### src/hw/rtl/battrk_pkg.sv
// Package for the battery voltage tracker: widths, fixed-point constants,
// register indexes, event codes and the divider status type.
// Used by battrk_mul, battrk_div and battery_voltage_tracker_autocal.
`default_nettype none

package battrk_pkg;

  // payload widths
  localparam int unsigned SUM_W    = 15;
  localparam int unsigned GAIN_W   = 18;
  localparam int unsigned ALPHA_W  = 17;
  localparam int unsigned CONF_W   = 8;
  localparam int unsigned FCMV_W   = 13;
  localparam int unsigned FACT_W   = 17;
  localparam int unsigned V_W      = 22;
  localparam int unsigned PCT_W    = 15;
  localparam int unsigned EV_W     = 2;
  localparam int unsigned CFG_IW   = 3;
  localparam int unsigned CFG_DW   = 18;
  localparam int unsigned IN_DW    = 24;
  localparam int unsigned OUT_DW   = 56;

  // shared multiplier operand and product widths
  localparam int unsigned MUL_AW   = 33;
  localparam int unsigned MUL_BW   = 22;
  localparam int unsigned MUL_PW   = MUL_AW + MUL_BW;

  // iterative divider: dividend, divisor, quotient, step counter
  localparam int unsigned DVD_W    = 39;
  localparam int unsigned DVS_W    = 22;
  localparam int unsigned QUO_W    = 23;
  localparam int unsigned CNT_W    = 5;

  // averaging over 8 samples plus Q16 gain and Q16 factor
  localparam int unsigned OVS_LOG2 = 3;
  localparam int unsigned INST_SH  = 32 - 8 + OVS_LOG2;

  localparam logic [V_W-1:0]      V_MAX      = 22'd4194303;
  localparam logic [V_W-1:0]      MIN_CAL_MV = 22'd128000;
  localparam logic [V_W-1:0]      SEG0_MV    = 22'd844800;
  localparam logic [V_W-1:0]      SEG1_MV    = 22'd921600;
  localparam logic [PCT_W-1:0]    PCT10      = 15'd2560;
  localparam logic [PCT_W-1:0]    PCT100     = 15'd25600;
  localparam logic [ALPHA_W-1:0]  Q16_ONE    = 17'd65536;
  localparam logic [CONF_W-1:0]   RUN_MAX    = 8'd255;

  // percent segment reciprocals: y/30 and w/5, exact over their input ranges
  localparam logic [MUL_AW-1:0]   SEG_LO_RCP = 33'd139811;
  localparam logic [MUL_AW-1:0]   SEG_HI_RCP = 33'd3355444;
  localparam int unsigned         SEG_LO_SH  = 22;
  localparam int unsigned         SEG_HI_SH  = 24;

  // configuration register indexes
  localparam logic [CFG_IW-1:0] REG_GAIN   = 3'd0;
  localparam logic [CFG_IW-1:0] REG_ALPHA  = 3'd1;
  localparam logic [CFG_IW-1:0] REG_CONF   = 3'd2;
  localparam logic [CFG_IW-1:0] REG_FCMV   = 3'd3;
  localparam logic [CFG_IW-1:0] REG_FMIN   = 3'd4;
  localparam logic [CFG_IW-1:0] REG_FMAX   = 3'd5;
  localparam logic [CFG_IW-1:0] REG_FSTART = 3'd6;

  // register reset values
  localparam logic [GAIN_W-1:0]  GAIN_RST   = 18'd146684;
  localparam logic [ALPHA_W-1:0] ALPHA_RST  = 17'd19661;
  localparam logic [CONF_W-1:0]  CONF_RST   = 8'd3;
  localparam logic [FCMV_W-1:0]  FCMV_RST   = 13'd4200;
  localparam logic [FACT_W-1:0]  FMIN_RST   = 17'd55706;
  localparam logic [FACT_W-1:0]  FMAX_RST   = 17'd75366;
  localparam logic [FACT_W-1:0]  FSTART_RST = 17'd65536;

  // calibration event codes
  localparam logic [EV_W-1:0] EV_NONE     = 2'd0;
  localparam logic [EV_W-1:0] EV_APPLIED  = 2'd1;
  localparam logic [EV_W-1:0] EV_REJECTED = 2'd2;

  typedef struct packed {
    logic busy;
    logic done;
  } div_stat_t;

endpackage

`default_nettype wire

### src/hw/rtl/battrk_mul.sv
// Shared registered multiplier of the battery voltage tracker.
// Depends on battrk_pkg for operand widths.
`default_nettype none

module battrk_mul (
  input  wire logic                        clk_i,
  input  wire logic [battrk_pkg::MUL_AW-1:0] a_i,
  input  wire logic [battrk_pkg::MUL_BW-1:0] b_i,
  output logic      [battrk_pkg::MUL_PW-1:0] prod_o
);
  import battrk_pkg::*;

  logic [MUL_PW-1:0] prod_q;

  always_ff @(posedge clk_i) begin
    prod_q <= MUL_PW'(a_i) * MUL_PW'(b_i);
  end

  assign prod_o = prod_q;

endmodule

`default_nettype wire

### src/hw/rtl/battrk_div.sv
// Restoring divider of the battery voltage tracker, one quotient bit a cycle.
// Depends on battrk_pkg; the dividend's upper part must stay below the divisor.
`default_nettype none

module battrk_div (
  input  wire logic                          clk_i,
  input  wire logic                          rst_ni,
  input  wire logic                          start_i,
  input  wire logic [battrk_pkg::DVD_W-1:0]  dividend_i,
  input  wire logic [battrk_pkg::DVS_W-1:0]  divisor_i,
  output battrk_pkg::div_stat_t              stat_o,
  output logic      [battrk_pkg::QUO_W-1:0]  quo_o
);
  import battrk_pkg::*;

  logic [DVS_W-1:0] rem_q, rem_d;
  logic [QUO_W-1:0] low_q, low_d;
  logic [QUO_W-1:0] quo_q, quo_d;
  logic [DVS_W-1:0] dvs_q, dvs_d;
  logic [CNT_W-1:0] cnt_q, cnt_d;
  logic             busy_q, busy_d;
  logic             done_q, done_d;
  logic [DVS_W:0]   trial;
  logic [DVS_W:0]   diff;

  assign trial = {rem_q, low_q[QUO_W-1]};
  assign diff  = trial - {1'b0, dvs_q};

  always_comb begin
    rem_d  = rem_q;
    low_d  = low_q;
    quo_d  = quo_q;
    dvs_d  = dvs_q;
    cnt_d  = cnt_q;
    busy_d = busy_q;
    done_d = 1'b0;
    if (start_i) begin
      rem_d  = DVS_W'(dividend_i[DVD_W-1:QUO_W]);
      low_d  = dividend_i[QUO_W-1:0];
      dvs_d  = divisor_i;
      quo_d  = '0;
      cnt_d  = CNT_W'(QUO_W);
      busy_d = 1'b1;
    end else if (busy_q) begin
      // keep the partial remainder below the divisor
      if (trial >= {1'b0, dvs_q}) begin
        rem_d = diff[DVS_W-1:0];
        quo_d = {quo_q[QUO_W-2:0], 1'b1};
      end else begin
        rem_d = trial[DVS_W-1:0];
        quo_d = {quo_q[QUO_W-2:0], 1'b0};
      end
      low_d = {low_q[QUO_W-2:0], 1'b0};
      cnt_d = cnt_q - CNT_W'(1);
      if (cnt_q == CNT_W'(1)) begin
        busy_d = 1'b0;
        done_d = 1'b1;
      end
    end
  end

  always_ff @(posedge clk_i or negedge rst_ni) begin
    if (!rst_ni) begin
      busy_q <= 1'b0;
      done_q <= 1'b0;
      cnt_q  <= '0;
    end else begin
      busy_q <= busy_d;
      done_q <= done_d;
      cnt_q  <= cnt_d;
    end
  end

  always_ff @(posedge clk_i) begin
    rem_q <= rem_d;
    low_q <= low_d;
    quo_q <= quo_d;
    dvs_q <= dvs_d;
  end

  assign stat_o.busy = busy_q;
  assign stat_o.done = done_q;
  assign quo_o       = quo_q;

endmodule

`default_nettype wire

### src/hw/rtl/battery_voltage_tracker_autocal.sv
// Battery voltage tracker with exponential smoothing and end-of-charge
// self-calibration. Sequencer and state; uses battrk_pkg, battrk_mul, battrk_div.
//
// Usage:
//   s_axis carries one reading: tdata = {usb_present, charging, sample_sum}.
//   m_axis returns one result per reading:
//   tdata = {factor_q16, cal_event, percent_q8, voltage_mv_q8}.
//   cfg_* writes register cfg_index_i with cfg_data_i; it is
//   always ready. Write it only while no reading is in flight. Writing the
//   start factor also loads the factor in use.
// Sequence: a result is offered after the gain and factor multiplies, the
//   average update (skipped for the first reading), the charge run update and
//   the percent multiply (skipped below 3300 mV); a calibration attempt at
//   charge end adds the candidate multiply and the bit-serial divider. The next
//   reading is accepted only after the previous one has left the sequencer.
// s_axis_tready is high only while the sequencer is idle. A finished result
//   sits in the output register; the next reading is accepted meanwhile, and
//   its result waits until the receiver has taken the previous one.
// Reset loads the register defaults, clears the average and the charge run,
//   and empties the output register.
`default_nettype none

module battery_voltage_tracker_autocal (
  input  wire logic                             clk_i,
  input  wire logic                             rst_ni,
  input  wire logic                             s_axis_tvalid,
  output logic                                  s_axis_tready,
  // [14:0] sample_sum, [15] charging, [16] usb_present, [23:17] zero
  input  wire logic [battrk_pkg::IN_DW-1:0]     s_axis_tdata,
  output logic                                  m_axis_tvalid,
  input  wire logic                             m_axis_tready,
  // [21:0] voltage_mv_q8, [36:22] percent_q8, [38:37] cal_event,
  // [55:39] factor_q16
  output logic      [battrk_pkg::OUT_DW-1:0]    m_axis_tdata,
  input  wire logic                             cfg_valid_i,
  output logic                                  cfg_ready_o,
  input  wire logic [battrk_pkg::CFG_IW-1:0]    cfg_index_i,
  input  wire logic [battrk_pkg::CFG_DW-1:0]    cfg_data_i
);
  import battrk_pkg::*;

  localparam logic [3:0] S_IDLE   = 4'd0;
  localparam logic [3:0] S_M_GAIN = 4'd1;
  localparam logic [3:0] S_M_CAL  = 4'd2;
  localparam logic [3:0] S_INST   = 4'd3;
  localparam logic [3:0] S_M_NEW  = 4'd4;
  localparam logic [3:0] S_M_OLD  = 4'd5;
  localparam logic [3:0] S_EMA    = 4'd6;
  localparam logic [3:0] S_RUN    = 4'd7;
  localparam logic [3:0] S_CAND   = 4'd8;
  localparam logic [3:0] S_DIVC   = 4'd9;
  localparam logic [3:0] S_PCT    = 4'd10;
  localparam logic [3:0] S_PCT_M  = 4'd11;
  localparam logic [3:0] S_OUT    = 4'd12;

  // configuration registers
  logic [GAIN_W-1:0]  gain_q;
  logic [ALPHA_W-1:0] alpha_q;
  logic [CONF_W-1:0]  conf_q;
  logic [FCMV_W-1:0]  fcmv_q;
  logic [FACT_W-1:0]  fmin_q;
  logic [FACT_W-1:0]  fmax_q;
  logic [FACT_W-1:0]  fstart_q;

  // tracker state
  logic [3:0]        state_q, state_d;
  logic [V_W-1:0]    smooth_q, smooth_d;
  logic              valid_q, valid_d;
  logic [FACT_W-1:0] cal_q, cal_d;
  logic              was_chg_q, was_chg_d;
  logic [CONF_W-1:0] run_q, run_d;

  // per-reading working registers
  logic [SUM_W-1:0]  sum_q, sum_d;
  logic              chg_q, chg_d;
  logic              usb_q, usb_d;
  logic [V_W-1:0]    inst_q, inst_d;
  logic [38:0]       acc_q, acc_d;
  logic [EV_W-1:0]   ev_q, ev_d;
  logic [PCT_W-1:0]  pct_q, pct_d;
  logic              seg_hi_q, seg_hi_d;

  // output register
  logic              m_valid_q, m_valid_d;
  logic [OUT_DW-1:0] m_data_q, m_data_d;

  // shared units
  logic [MUL_AW-1:0] mul_a;
  logic [MUL_BW-1:0] mul_b;
  logic [MUL_PW-1:0] prod;
  logic              div_start;
  logic [DVD_W-1:0]  div_dvd;
  logic [DVS_W-1:0]  div_dvs;
  div_stat_t         div_stat;
  logic [QUO_W-1:0]  quo;

  logic              in_xfer;
  logic              cfg_wr;
  logic              adopt;
  logic [ALPHA_W-1:0] a_eff;
  logic [ALPHA_W-1:0] a_rest;
  logic [50:0]       inst_rnd;
  logic [23:0]       inst_full;
  logic [39:0]       ema_sum;
  logic [23:0]       ema_full;
  logic [CONF_W-1:0] run_new;
  logic              cal_go;
  logic [V_W-1:0]    seg_lo_y;
  logic [V_W-1:0]    seg_hi_x;
  logic [23:0]       seg_hi_z;
  logic [QUO_W:0]    pct_hi;

  assign in_xfer       = s_axis_tvalid && s_axis_tready;
  assign s_axis_tready = (state_q == S_IDLE);
  assign cfg_ready_o   = 1'b1;
  assign cfg_wr        = cfg_valid_i && cfg_ready_o;

  // alpha above one acts as one
  assign a_eff  = alpha_q[ALPHA_W-1] ? Q16_ONE : alpha_q;
  assign a_rest = Q16_ONE - a_eff;

  assign inst_rnd  = {1'b0, prod[49:0]} + (51'd1 << (INST_SH - 1));
  assign inst_full = inst_rnd[INST_SH+23:INST_SH];
  assign ema_sum   = {1'b0, acc_q} + {1'b0, prod[38:0]} + 40'd32768;
  assign ema_full  = ema_sum[39:16];

  assign run_new = (chg_q && run_q != RUN_MAX) ? run_q + CONF_W'(1) : run_q;
  assign cal_go  = was_chg_q && !chg_q && usb_q && (run_new >= conf_q) &&
                   (smooth_q > MIN_CAL_MV);

  assign seg_lo_y = smooth_q - SEG0_MV + V_W'(15);
  assign seg_hi_x = smooth_q - SEG1_MV;
  // (15x + 50) / 100 equals ((3x + 10) / 4) / 5
  assign seg_hi_z = ({2'b0, seg_hi_x} << 1) + {2'b0, seg_hi_x} + 24'd10;
  assign pct_hi   = (QUO_W+1)'(PCT10) + {1'b0, prod[SEG_HI_SH +: QUO_W]};

  assign adopt = (state_q == S_DIVC) && div_stat.done &&
                 (quo >= QUO_W'(fmin_q)) && (quo <= QUO_W'(fmax_q));

  battrk_mul u_mul (
    .clk_i  (clk_i),
    .a_i    (mul_a),
    .b_i    (mul_b),
    .prod_o (prod)
  );

  battrk_div u_div (
    .clk_i      (clk_i),
    .rst_ni     (rst_ni),
    .start_i    (div_start),
    .dividend_i (div_dvd),
    .divisor_i  (div_dvs),
    .stat_o     (div_stat),
    .quo_o      (quo)
  );

  always_comb begin
    state_d   = state_q;
    smooth_d  = smooth_q;
    valid_d   = valid_q;
    cal_d     = cal_q;
    was_chg_d = was_chg_q;
    run_d     = run_q;
    sum_d     = sum_q;
    chg_d     = chg_q;
    usb_d     = usb_q;
    inst_d    = inst_q;
    acc_d     = acc_q;
    ev_d      = ev_q;
    pct_d     = pct_q;
    seg_hi_d  = seg_hi_q;
    m_valid_d = m_valid_q;
    m_data_d  = m_data_q;
    mul_a     = '0;
    mul_b     = '0;
    div_start = 1'b0;
    div_dvd   = '0;
    div_dvs   = '0;

    if (m_axis_tready) begin
      m_valid_d = 1'b0;
    end

    case (state_q)
      S_IDLE: begin
        if (in_xfer) begin
          sum_d   = s_axis_tdata[SUM_W-1:0];
          chg_d   = s_axis_tdata[SUM_W];
          usb_d   = s_axis_tdata[SUM_W+1];
          ev_d    = EV_NONE;
          state_d = S_M_GAIN;
        end
      end
      S_M_GAIN: begin
        mul_a   = MUL_AW'(sum_q);
        mul_b   = MUL_BW'(gain_q);
        state_d = S_M_CAL;
      end
      S_M_CAL: begin
        mul_a   = prod[MUL_AW-1:0];
        mul_b   = MUL_BW'(cal_q);
        state_d = S_INST;
      end
      S_INST: begin
        inst_d = (|inst_full[23:V_W]) ? V_MAX : inst_full[V_W-1:0];
        if (!valid_q) begin
          // first reading seeds the average
          smooth_d = (|inst_full[23:V_W]) ? V_MAX : inst_full[V_W-1:0];
          valid_d  = 1'b1;
          state_d  = S_RUN;
        end else begin
          state_d = S_M_NEW;
        end
      end
      S_M_NEW: begin
        mul_a   = MUL_AW'(a_eff);
        mul_b   = inst_q;
        state_d = S_M_OLD;
      end
      S_M_OLD: begin
        mul_a   = MUL_AW'(a_rest);
        mul_b   = smooth_q;
        acc_d   = prod[38:0];
        state_d = S_EMA;
      end
      S_EMA: begin
        smooth_d = (|ema_full[23:V_W]) ? V_MAX : ema_full[V_W-1:0];
        state_d  = S_RUN;
      end
      S_RUN: begin
        run_d     = chg_q ? run_new : '0;
        was_chg_d = chg_q;
        if (cal_go) begin
          mul_a   = MUL_AW'(cal_q);
          mul_b   = MUL_BW'(fcmv_q);
          state_d = S_CAND;
        end else begin
          state_d = S_PCT;
        end
      end
      S_CAND: begin
        // candidate = round(factor * full_mv * 256 / smoothed)
        div_start = 1'b1;
        div_dvd   = {1'b0, prod[29:0], 8'b0} + DVD_W'(smooth_q[V_W-1:1]);
        div_dvs   = smooth_q;
        state_d   = S_DIVC;
      end
      S_DIVC: begin
        if (div_stat.done) begin
          if (adopt) begin
            cal_d    = quo[FACT_W-1:0];
            smooth_d = {1'b0, fcmv_q, 8'b0};
            ev_d     = EV_APPLIED;
          end else begin
            ev_d = EV_REJECTED;
          end
          state_d = S_PCT;
        end
      end
      S_PCT: begin
        if (smooth_q < SEG0_MV) begin
          pct_d   = '0;
          state_d = S_OUT;
        end else begin
          // divide through a reciprocal multiply on the shared multiplier
          if (smooth_q < SEG1_MV) begin
            mul_a    = SEG_LO_RCP;
            mul_b    = seg_lo_y;
            seg_hi_d = 1'b0;
          end else begin
            mul_a    = SEG_HI_RCP;
            mul_b    = seg_hi_z[23:2];
            seg_hi_d = 1'b1;
          end
          state_d = S_PCT_M;
        end
      end
      S_PCT_M: begin
        if (!seg_hi_q) begin
          pct_d = prod[SEG_LO_SH +: PCT_W];
        end else if (pct_hi > (QUO_W+1)'(PCT100)) begin
          pct_d = PCT100;
        end else begin
          pct_d = pct_hi[PCT_W-1:0];
        end
        state_d = S_OUT;
      end
      S_OUT: begin
        // hold until the output register is free
        if (!m_valid_q || m_axis_tready) begin
          m_valid_d = 1'b1;
          m_data_d  = {cal_q, ev_q, pct_q, smooth_q};
          state_d   = S_IDLE;
        end
      end
      default: begin
        state_d = S_IDLE;
      end
    endcase

    if (cfg_wr && cfg_index_i == REG_FSTART) begin
      cal_d = cfg_data_i[FACT_W-1:0];
    end
  end

  always_ff @(posedge clk_i or negedge rst_ni) begin
    if (!rst_ni) begin
      state_q   <= S_IDLE;
      smooth_q  <= '0;
      valid_q   <= 1'b0;
      cal_q     <= FSTART_RST;
      was_chg_q <= 1'b0;
      run_q     <= '0;
      m_valid_q <= 1'b0;
      gain_q    <= GAIN_RST;
      alpha_q   <= ALPHA_RST;
      conf_q    <= CONF_RST;
      fcmv_q    <= FCMV_RST;
      fmin_q    <= FMIN_RST;
      fmax_q    <= FMAX_RST;
      fstart_q  <= FSTART_RST;
    end else begin
      state_q   <= state_d;
      smooth_q  <= smooth_d;
      valid_q   <= valid_d;
      cal_q     <= cal_d;
      was_chg_q <= was_chg_d;
      run_q     <= run_d;
      m_valid_q <= m_valid_d;
      if (cfg_wr) begin
        case (cfg_index_i)
          REG_GAIN:   gain_q   <= cfg_data_i[GAIN_W-1:0];
          REG_ALPHA:  alpha_q  <= cfg_data_i[ALPHA_W-1:0];
          REG_CONF:   conf_q   <= cfg_data_i[CONF_W-1:0];
          REG_FCMV:   fcmv_q   <= cfg_data_i[FCMV_W-1:0];
          REG_FMIN:   fmin_q   <= cfg_data_i[FACT_W-1:0];
          REG_FMAX:   fmax_q   <= cfg_data_i[FACT_W-1:0];
          REG_FSTART: fstart_q <= cfg_data_i[FACT_W-1:0];
          default: begin
          end
        endcase
      end
    end
  end

  always_ff @(posedge clk_i) begin
    sum_q    <= sum_d;
    chg_q    <= chg_d;
    usb_q    <= usb_d;
    inst_q   <= inst_d;
    acc_q    <= acc_d;
    ev_q     <= ev_d;
    pct_q    <= pct_d;
    seg_hi_q <= seg_hi_d;
    m_data_q <= m_data_d;
  end

  assign m_axis_tvalid = m_valid_q;
  assign m_axis_tdata  = m_data_q;

`ifndef SYNTHESIS
  a_div_free: assert property (@(posedge clk_i) disable iff (!rst_ni)
    div_start |-> !div_stat.busy)
    else $error("divider started while busy");

  a_factor_hold: assert property (@(posedge clk_i) disable iff (!rst_ni)
    (!(cfg_wr && cfg_index_i == REG_FSTART) && !adopt) |=> $stable(cal_q))
    else $error("factor changed without write or calibration");

  a_out_wait: assert property (@(posedge clk_i) disable iff (!rst_ni)
    (state_q == S_OUT && m_valid_q && !m_axis_tready) |=> state_q == S_OUT)
    else $error("result overwrote a pending transfer");

  a_fstart_mirror: assert property (@(posedge clk_i) disable iff (!rst_ni)
    (cfg_wr && cfg_index_i == REG_FSTART) |=> cal_q == fstart_q)
    else $error("start factor not loaded into factor in use");
`endif

endmodule

`default_nettype wire

### config.mk
export PLATFORM = sky130hd
export DESIGN_NAME = battery_voltage_tracker_autocal
export DESIGN_NICKNAME = d
export VERILOG_FILES = /design/src/hw/rtl/battrk_pkg.sv /design/src/hw/rtl/battrk_mul.sv /design/src/hw/rtl/battrk_div.sv /design/src/hw/rtl/battery_voltage_tracker_autocal.sv
export SDC_FILE = /design/constraint.sdc
export NUM_CORES = 2
export LEC_CHECK = 0
export BUFFER_PORTS_ARGS = -buffer_cell sky130_fd_sc_hd__buf_2
export CAP_MARGIN = 20
export CORE_MARGIN = 1.5
export CORE_UTILIZATION = 35
export CTS_BUF_LIST = sky130_fd_sc_hd__clkbuf_8
export CTS_CLUSTER_DIAMETER = 50
export CTS_CLUSTER_SIZE = 14
export DETAILED_ROUTE_END_ITERATION = 6
export GPL_TIMING_DRIVEN = 0
export PLACE_DENSITY = 0.5
export SLEW_MARGIN = 15
export SYNTH_ARGS = -nofsm -noshare
export SYNTH_HDL_FRONTEND = slang
export SYNTH_SLANG_ARGS = --single-unit
### constraint.sdc
create_clock -name clk_i -period 19.05 [get_ports clk_i]
set_clock_uncertainty 0.1 [all_clocks]
set_input_delay 2.8575 -clock clk_i [delete_from_list [all_inputs] [get_ports clk_i]]
set_output_delay 2.8575 -clock clk_i [all_outputs]
set_load 0.02 [all_outputs]
## Word-level counts from Yosys, hierarchy flattened

Cells that the tools add are included.

- Output and inout port bits: 59
- Bits in registers: 443
- Bits in latches: 0
- Word-level logic and storage cells: 175
- ROM bits: 0
- Memory bits (writable): 0
- Memories kept: 0
- Input bits: 50

- Div/mod/pow operators: 0
- $mul: 1
- Reduce and logical (&&, ||, !) cells: 38
- Shift operators: 0
- Muxes and demuxes: 56
- Add/subtract/negate cells: 14
- Equal/unequal tests: 26
- $lt $le $gt $ge: 8
- Bitwise gates (word level): 1

Operators by type and width:

| kind | number |
|---|---|
| $mux W22 | 10 |
| $pmux W33 S6 | 1 |
| $pmux W22 S6 | 1 |
| $mux W17 | 6 |
| $pmux W22 S3 | 1 |
| $pmux W4 S13 | 1 |
| $add A50 B27 Y51 const B | 1 |
| $mul A33 B22 Y50 | 1 |
| $mux W23 | 2 |
| $mux W15 | 3 |
| $lt A22 B20 Y1 const B | 2 |
| $sub A22 B20 Y22 const B | 2 |
| $add A39 B39 Y40 | 1 |
| $add A40 B16 Y40 const B | 1 |
| $add A38 B21 Y39 | 1 |
| $mux W39 | 1 |
| $mux W16 | 2 |
| $pmux W15 S2 | 1 |
| $add A12 B23 Y24 const A | 1 |
| $add A23 B22 Y24 | 1 |
| $add A24 B4 Y24 const B | 1 |
| $gt A24 B15 Y1 const B | 1 |
| $ge A23 B17 Y1 | 1 |
| $ge A23 B22 Y1 | 1 |
| 39 further kinds | 100 |

## Longest topological paths before layout

- Depth after elaboration: 9
- Gate-level depth with buffers: 46
- Depth with buffers taken out: 42

## Hierarchy

Synthesis repeated with hierarchy kept, for this count alone.

- Cells, all modules: 5180
- Area total of the unflattened synthesis: 48926.9 sq um

By module, submodules not included:

| module | instances | area each (sq um) | cells an instance | seq. area each (sq um) |
|---|---|---|---|---|
| battrk_mul | 1 | 24330.8 | 2689 | 1101.1 |
| battery_voltage_tracker_autocal | 1 | 19488.7 | 2029 | 8221.6 |
| battrk_div | 1 | 5107.4 | 462 | 2587.5 |

## Worst setup path after synthesis

OpenSTA, ideal clock, no wires.

- Path type: reg-to-reg
- From: reg smooth_q[12]
- To: reg u_mul.prod_q[43] (netlist: u_mul.prod_o[43])
- Buffers on the path: 2
- Clock period less this slack: 9.850 ns
- Slack: 9.200 ns
- Data required time: 18.824 ns
- Arrival: 9.624 ns
- Stages on the path, launching flop included: 40
- Setup time: 0.126 ns
- Path through: dfrtp_1 -> clkbuf_1 -> inv_1 -> ha_1 -> nand2_1 -> xor2_1 -> inv_1 -> ha_1 -> ha_1 -> a21oi_1 -> nor2b_1 -> o21ai_0 -> nand2b_1 -> or2_2 -> a211oi_1 -> or3_1 -> mux2_2 -> or3_1 -> (+4 left out) -> fa_1 -> fa_1 -> fa_1 -> inv_1 -> fa_1 -> inv_1 -> ha_1 -> clkbuf_1 -> a21oi_1 -> o21ai_1 -> a21oi_1 -> o221ai_1 -> a21oi_1 -> o21ba_2 -> a31oi_1 -> a2111oi_1 -> o21ai_1 -> xor2_1

- Longest elaborated chain between the ends: 7
- Elaborated cells on any way between the ends: 18
- Those cells by class: add/sub: 5; mul: 1; order compare: 3; mux: 8; reduce/logical: 1

RTL lines:

| item | RTL line | text |
|---|---|---|
| start, declared | battery_voltage_tracker_autocal.sv:67 | `logic [V_W-1:0] smooth_q, smooth_d;` |
| start signal, assigned | battery_voltage_tracker_autocal.sv:324 | `smooth_q <= smooth_d;` |
| $sub A22 B20 Y22 | battery_voltage_tracker_autocal.sv:132 | `assign seg_hi_x = smooth_q - SEG1_MV;` |
| $add A23 B22 Y24 | battery_voltage_tracker_autocal.sv:134 | `assign seg_hi_z = ({2'b0, seg_hi_x} << 1) + {2'b0, seg_hi_x} + 24'd10;` |
| $add A24 B4 Y24 | battery_voltage_tracker_autocal.sv:134 |  |
| $mux W22 | battery_voltage_tracker_autocal.sv:266 | `if (smooth_q < SEG1_MV) begin` |
| $mux W22 | battery_voltage_tracker_autocal.sv:261 | `if (smooth_q < SEG0_MV) begin` |
| $pmux W22 S6 | battery_voltage_tracker_autocal.sv:184 | `case (state_q)` |
| $mul A33 B22 Y50 * | battrk_mul.sv:16 | `prod_q <= MUL_PW'(a_i) * MUL_PW'(b_i);` |
| end signal, assigned | battrk_mul.sv:16 |  |
| end, declared | battrk_mul.sv:13 | `logic [MUL_PW-1:0] prod_q;` |

Mark *: on every way between the ends. The rest lies on a longest branch, timed or not.
A chain may end at the register's enable or synchronous reset.

## Final worst setup path

- From: reg smooth_q[11]
- To: reg u_mul.prod_q[43] (netlist: u_mul.prod_o[43])

The elaborated chain is that of the path after synthesis.

==> flow_metrics.py <==
metrics = {
    "global_routing": {
        "grt_max_degree": 88,
        "grt_pass1_vias": 37700,
        "grt_overflow": 0,
        "grt_pass1_wl_um": 260000,
        "antenna_found_initial": 9,
        "track_usage_pct": 26.1,
    },
    "min_path": {
        "holdPathEnd": "m_axis_tdata[33]",
        "hp-start": "pct_q[11]",
        "holdPathStages": 0,
        "hold_path.class": "reg2reg",
    },
    "route": {
        "routed_wl_um": 176000,
        "drc": 10,
        "via_count": 37600,
        "wl_per_cell_um": 24.9,
        "first_pass_iters": 7,
        "vias_per_cell": 5.31,
        "final_antenna_net_count": 0,
        "drt_iter0_drc": 3488,
    },
    "timing": {
        "fmax_mhz": 73.8,
        "period_share_pct": 71.2,
        "hold_viol_final": 0,
        "rsz0062_at_grt": "false",
        "maxSlewViolCount": 0,
        "min_period_ns": 13.56,
        "worst_pin_slew_ns": 1.21,
        "fin_tns_setup_ns": 0,
        "setup_viol_count_final": 0,
        "slew_headroom_pct": 18.9,
        "fin_hold_ws_ns": 0.322,
    },
    "logic_synthesis": {
        "yosysSeqAreaShare_pct": 25.1,
        "synth_seq_cells": 443,
        "syn_area_mm2": 0.0471,
        "yosys_warnings": 0,
        "synthCells": 5025,
        "avgSynthCellArea_um2": 9.38,
        "async_flop_share_pct": 34.1,
        "synth_cell_type_count": 105,
        "synth-edff-count": 213,
        "synth_ff_type": "edfxtp_1",
    },
    "cells_and_area": {
        "syn_to_final_growth_pct": 10.2,
        "drive_gt1_share_pct": 8.58,
        "final_nets": 6274,
        "fill_cells": 13700,
    },
    "floorplan": {
        "rows": 134,
        "core-area_mm2": 0.134,
        "start_util_pct": 35.3,
        "die_height_um": 370,
        "ios": 109,
        "die_w_um": 370,
        "die_area_mm2": 0.137,
    },
    "cts": {
        "root_buffer": "clkbuf_8",
        "numCtsBuffers": 61,
        "cts.repair.resized": 0,
        "clkSinkCount": 443,
        "cts-htree-levels": 2,
        "post_cts_buffers": 0,
        "postCtsHoldBufs": 0,
        "insertion_delay_ns": 0.83,
        "cts_tree": "done",
        "cts.clk_slew.worst_paths_ns": 0.08,
        "clk_path_buf_depth": 3,
    },
    "setup_path": {
        "required_ns": 19.64,
        "r2r_end": "u_mul.prod_o[43]",
        "arrival_ns": 14.15,
        "crit_path_start": "smooth_q[11]",
        "worstPathMaxFanout": 10,
        "r2r-start": "smooth_q[11]",
        "startpoint_type": "register",
        "critical-path-max-stage-delay_ns": 0.93,
        "path_common_cell": "fa_1",
        "worstRegToRegCells": 34,
        "critPathSlowestCell": "dfrtp_1",
        "critPathCaptureType": "register",
        "crit_type": "reg2reg",
        "rrSetupSlack_ns": 5.49,
    },
    "run_status": {
        "violations": "DRC",
        "status": "finished with violations",
    },
    "place": {
        "port_buffers": 98,
        "place_congestion": 1.00,
        "hpwl_um": 146000,
    },
    "run": {
        "max-cap-violations": 0,
    },
}
final cells by class:
| type | count | area, um2 | area share, % |
|---|---|---|---|
| Antenna cell | 3 | 7.51 | 0.0145 |
| Tap cell | 1768 | 2210 | 4.26 |
| Sequential cell | 443 | 11800 | 22.7 |
| Inverter | 820 | 3080 | 5.93 |
| Timing Repair Buffer | 123 | 833 | 1.60 |
| Clock buffer | 62 | 853 | 1.64 |
| Buffer | 226 | 948 | 1.83 |
| Clock inverter | 54 | 593 | 1.14 |
| Multi-Input combinational cell | 3585 | 31600 | 60.9 |
worst max-delay path: cells and delay by family, from the launching register on:
family	cells	cell delay (ns)
adder cells (fa/ha/maj)	9	4.22
AO/OA/AOI/OAI	12	4.74
flip-flops	1	0.93
buffers and inverters	8	2.21
XOR/XNOR	1	0.16
AND/OR/NAND/NOR	4	0.98
Yosys cell counts, types with 18 or more instances:
library cell / instances / share of area, %
o211ai_1: 21 / 0.33
and2_1: 36 / 0.48
a31oi_1: 35 / 0.46
a221o_1: 19 / 0.40
nand2_1: 706 / 5.6
o21ai_0: 134 / 1.4
inv_1: 815 / 6.5
mux2_2: 65 / 1.6
clkbuf_1: 169 / 1.3
edfxtp_1: 213 / 14
fa_1: 612 / 26
a211oi_1: 18 / 0.29
xor2_1: 64 / 1.2
buf_2: 42 / 0.45
and3_1: 44 / 0.58
a22oi_1: 53 / 0.84
dfstp_2: 43 / 2.4
ha_1: 352 / 9.3
xnor2_1: 121 / 2.2
a221oi_1: 20 / 0.37
o21ai_1: 36 / 0.38
dfrtp_1: 108 / 5.7
nor2b_1: 35 / 0.46
a21oi_1: 156 / 1.7
nor2_1: 399 / 3.2
nand2b_1: 35 / 0.46
dfxtp_1: 79 / 3.4
nor3_1: 59 / 0.63
nand3_1: 79 / 0.84
mux2i_1: 63 / 1.3
o21a_1: 32 / 0.51
a21o_1: 74 / 1.2
nand4_1: 36 / 0.48
worst max path at each step:
stage	cells after the start	end	slack, ns
finish	34	u_mul.prod_o[43]	5.49
global route	34	u_mul.prod_o[43]	5.22
CTS	34	u_mul.prod_o[43]	5.72
detailed placement	34	u_mul.prod_o[43]	5.76
global placement	35	u_mul.prod_o[43]	4.51
floorplan	39	u_mul.prod_o[43]	9.20
sequential cells by signal (all words and copies together), names as in the netlist, 17 cells and up:
name          cells
m_axis_tdata     56
u_div.rem_q      22
gain_q           18
u_div.quo_o      23
inst_q           22
smooth_q         22
fmin_q           17
fmax_q           17
cal_q            17
alpha_q          17
u_div.low_q      23
acc_q            39
u_mul.prod_o     50
u_div.dvs_q      22
logic make-up after synthesis:
logic type	synth area share, %
simple gates	14.1
fa+ha+maj	35.3
mux	2.91
buf+inv	8.53
xor+xnor	3.44
flops	25.1
compound gates	10.6
other cells	0.0159
layout by cell type, fill, tap and decap left out, types with 51 or more instances in the layout:
master,instances
inv_1,817
nand2_1,705
fa_1,612
nor2_1,398
ha_1,352
edfxtp_1,213
clkbuf_1,166
a21oi_1,154
buf_2,139
o21ai_0,134
xnor2_1,121
dfrtp_1,108
nand3_1,79
dfxtp_1,79
a21o_1,74
mux2_2,65
xor2_1,64
mux2i_1,63
clkbuf_8,63
nor3_1,54
a22oi_1,53
conb_1,51
per-layer routing:
metal / wire, um / vias up / global-route usage, %
met3: 12500 / 273 / 4.23
met5: 0 / - / 0
li1: - / 16800 / -
met1: 77600 / 19200 / 36.3
met2: 77900 / 1355 / 40.0
met4: 8530 / 0 / 10.9
through the flow:
step	cells	setup slack [ns]	utilization, %	instance area [um2]
floorplan	5074	9.20	-	47300
global placement	6940	4.51	37.4	50000
detailed placement	6965	5.76	37.8	50500
CTS	7081	5.72	38.9	51900
global route	7083	5.22	38.9	51900
finish	7084	5.49	38.9	51900
Power is not shown: default switching activity piles up to over one toggle a cycle in this logic, so the estimate is an artifact.
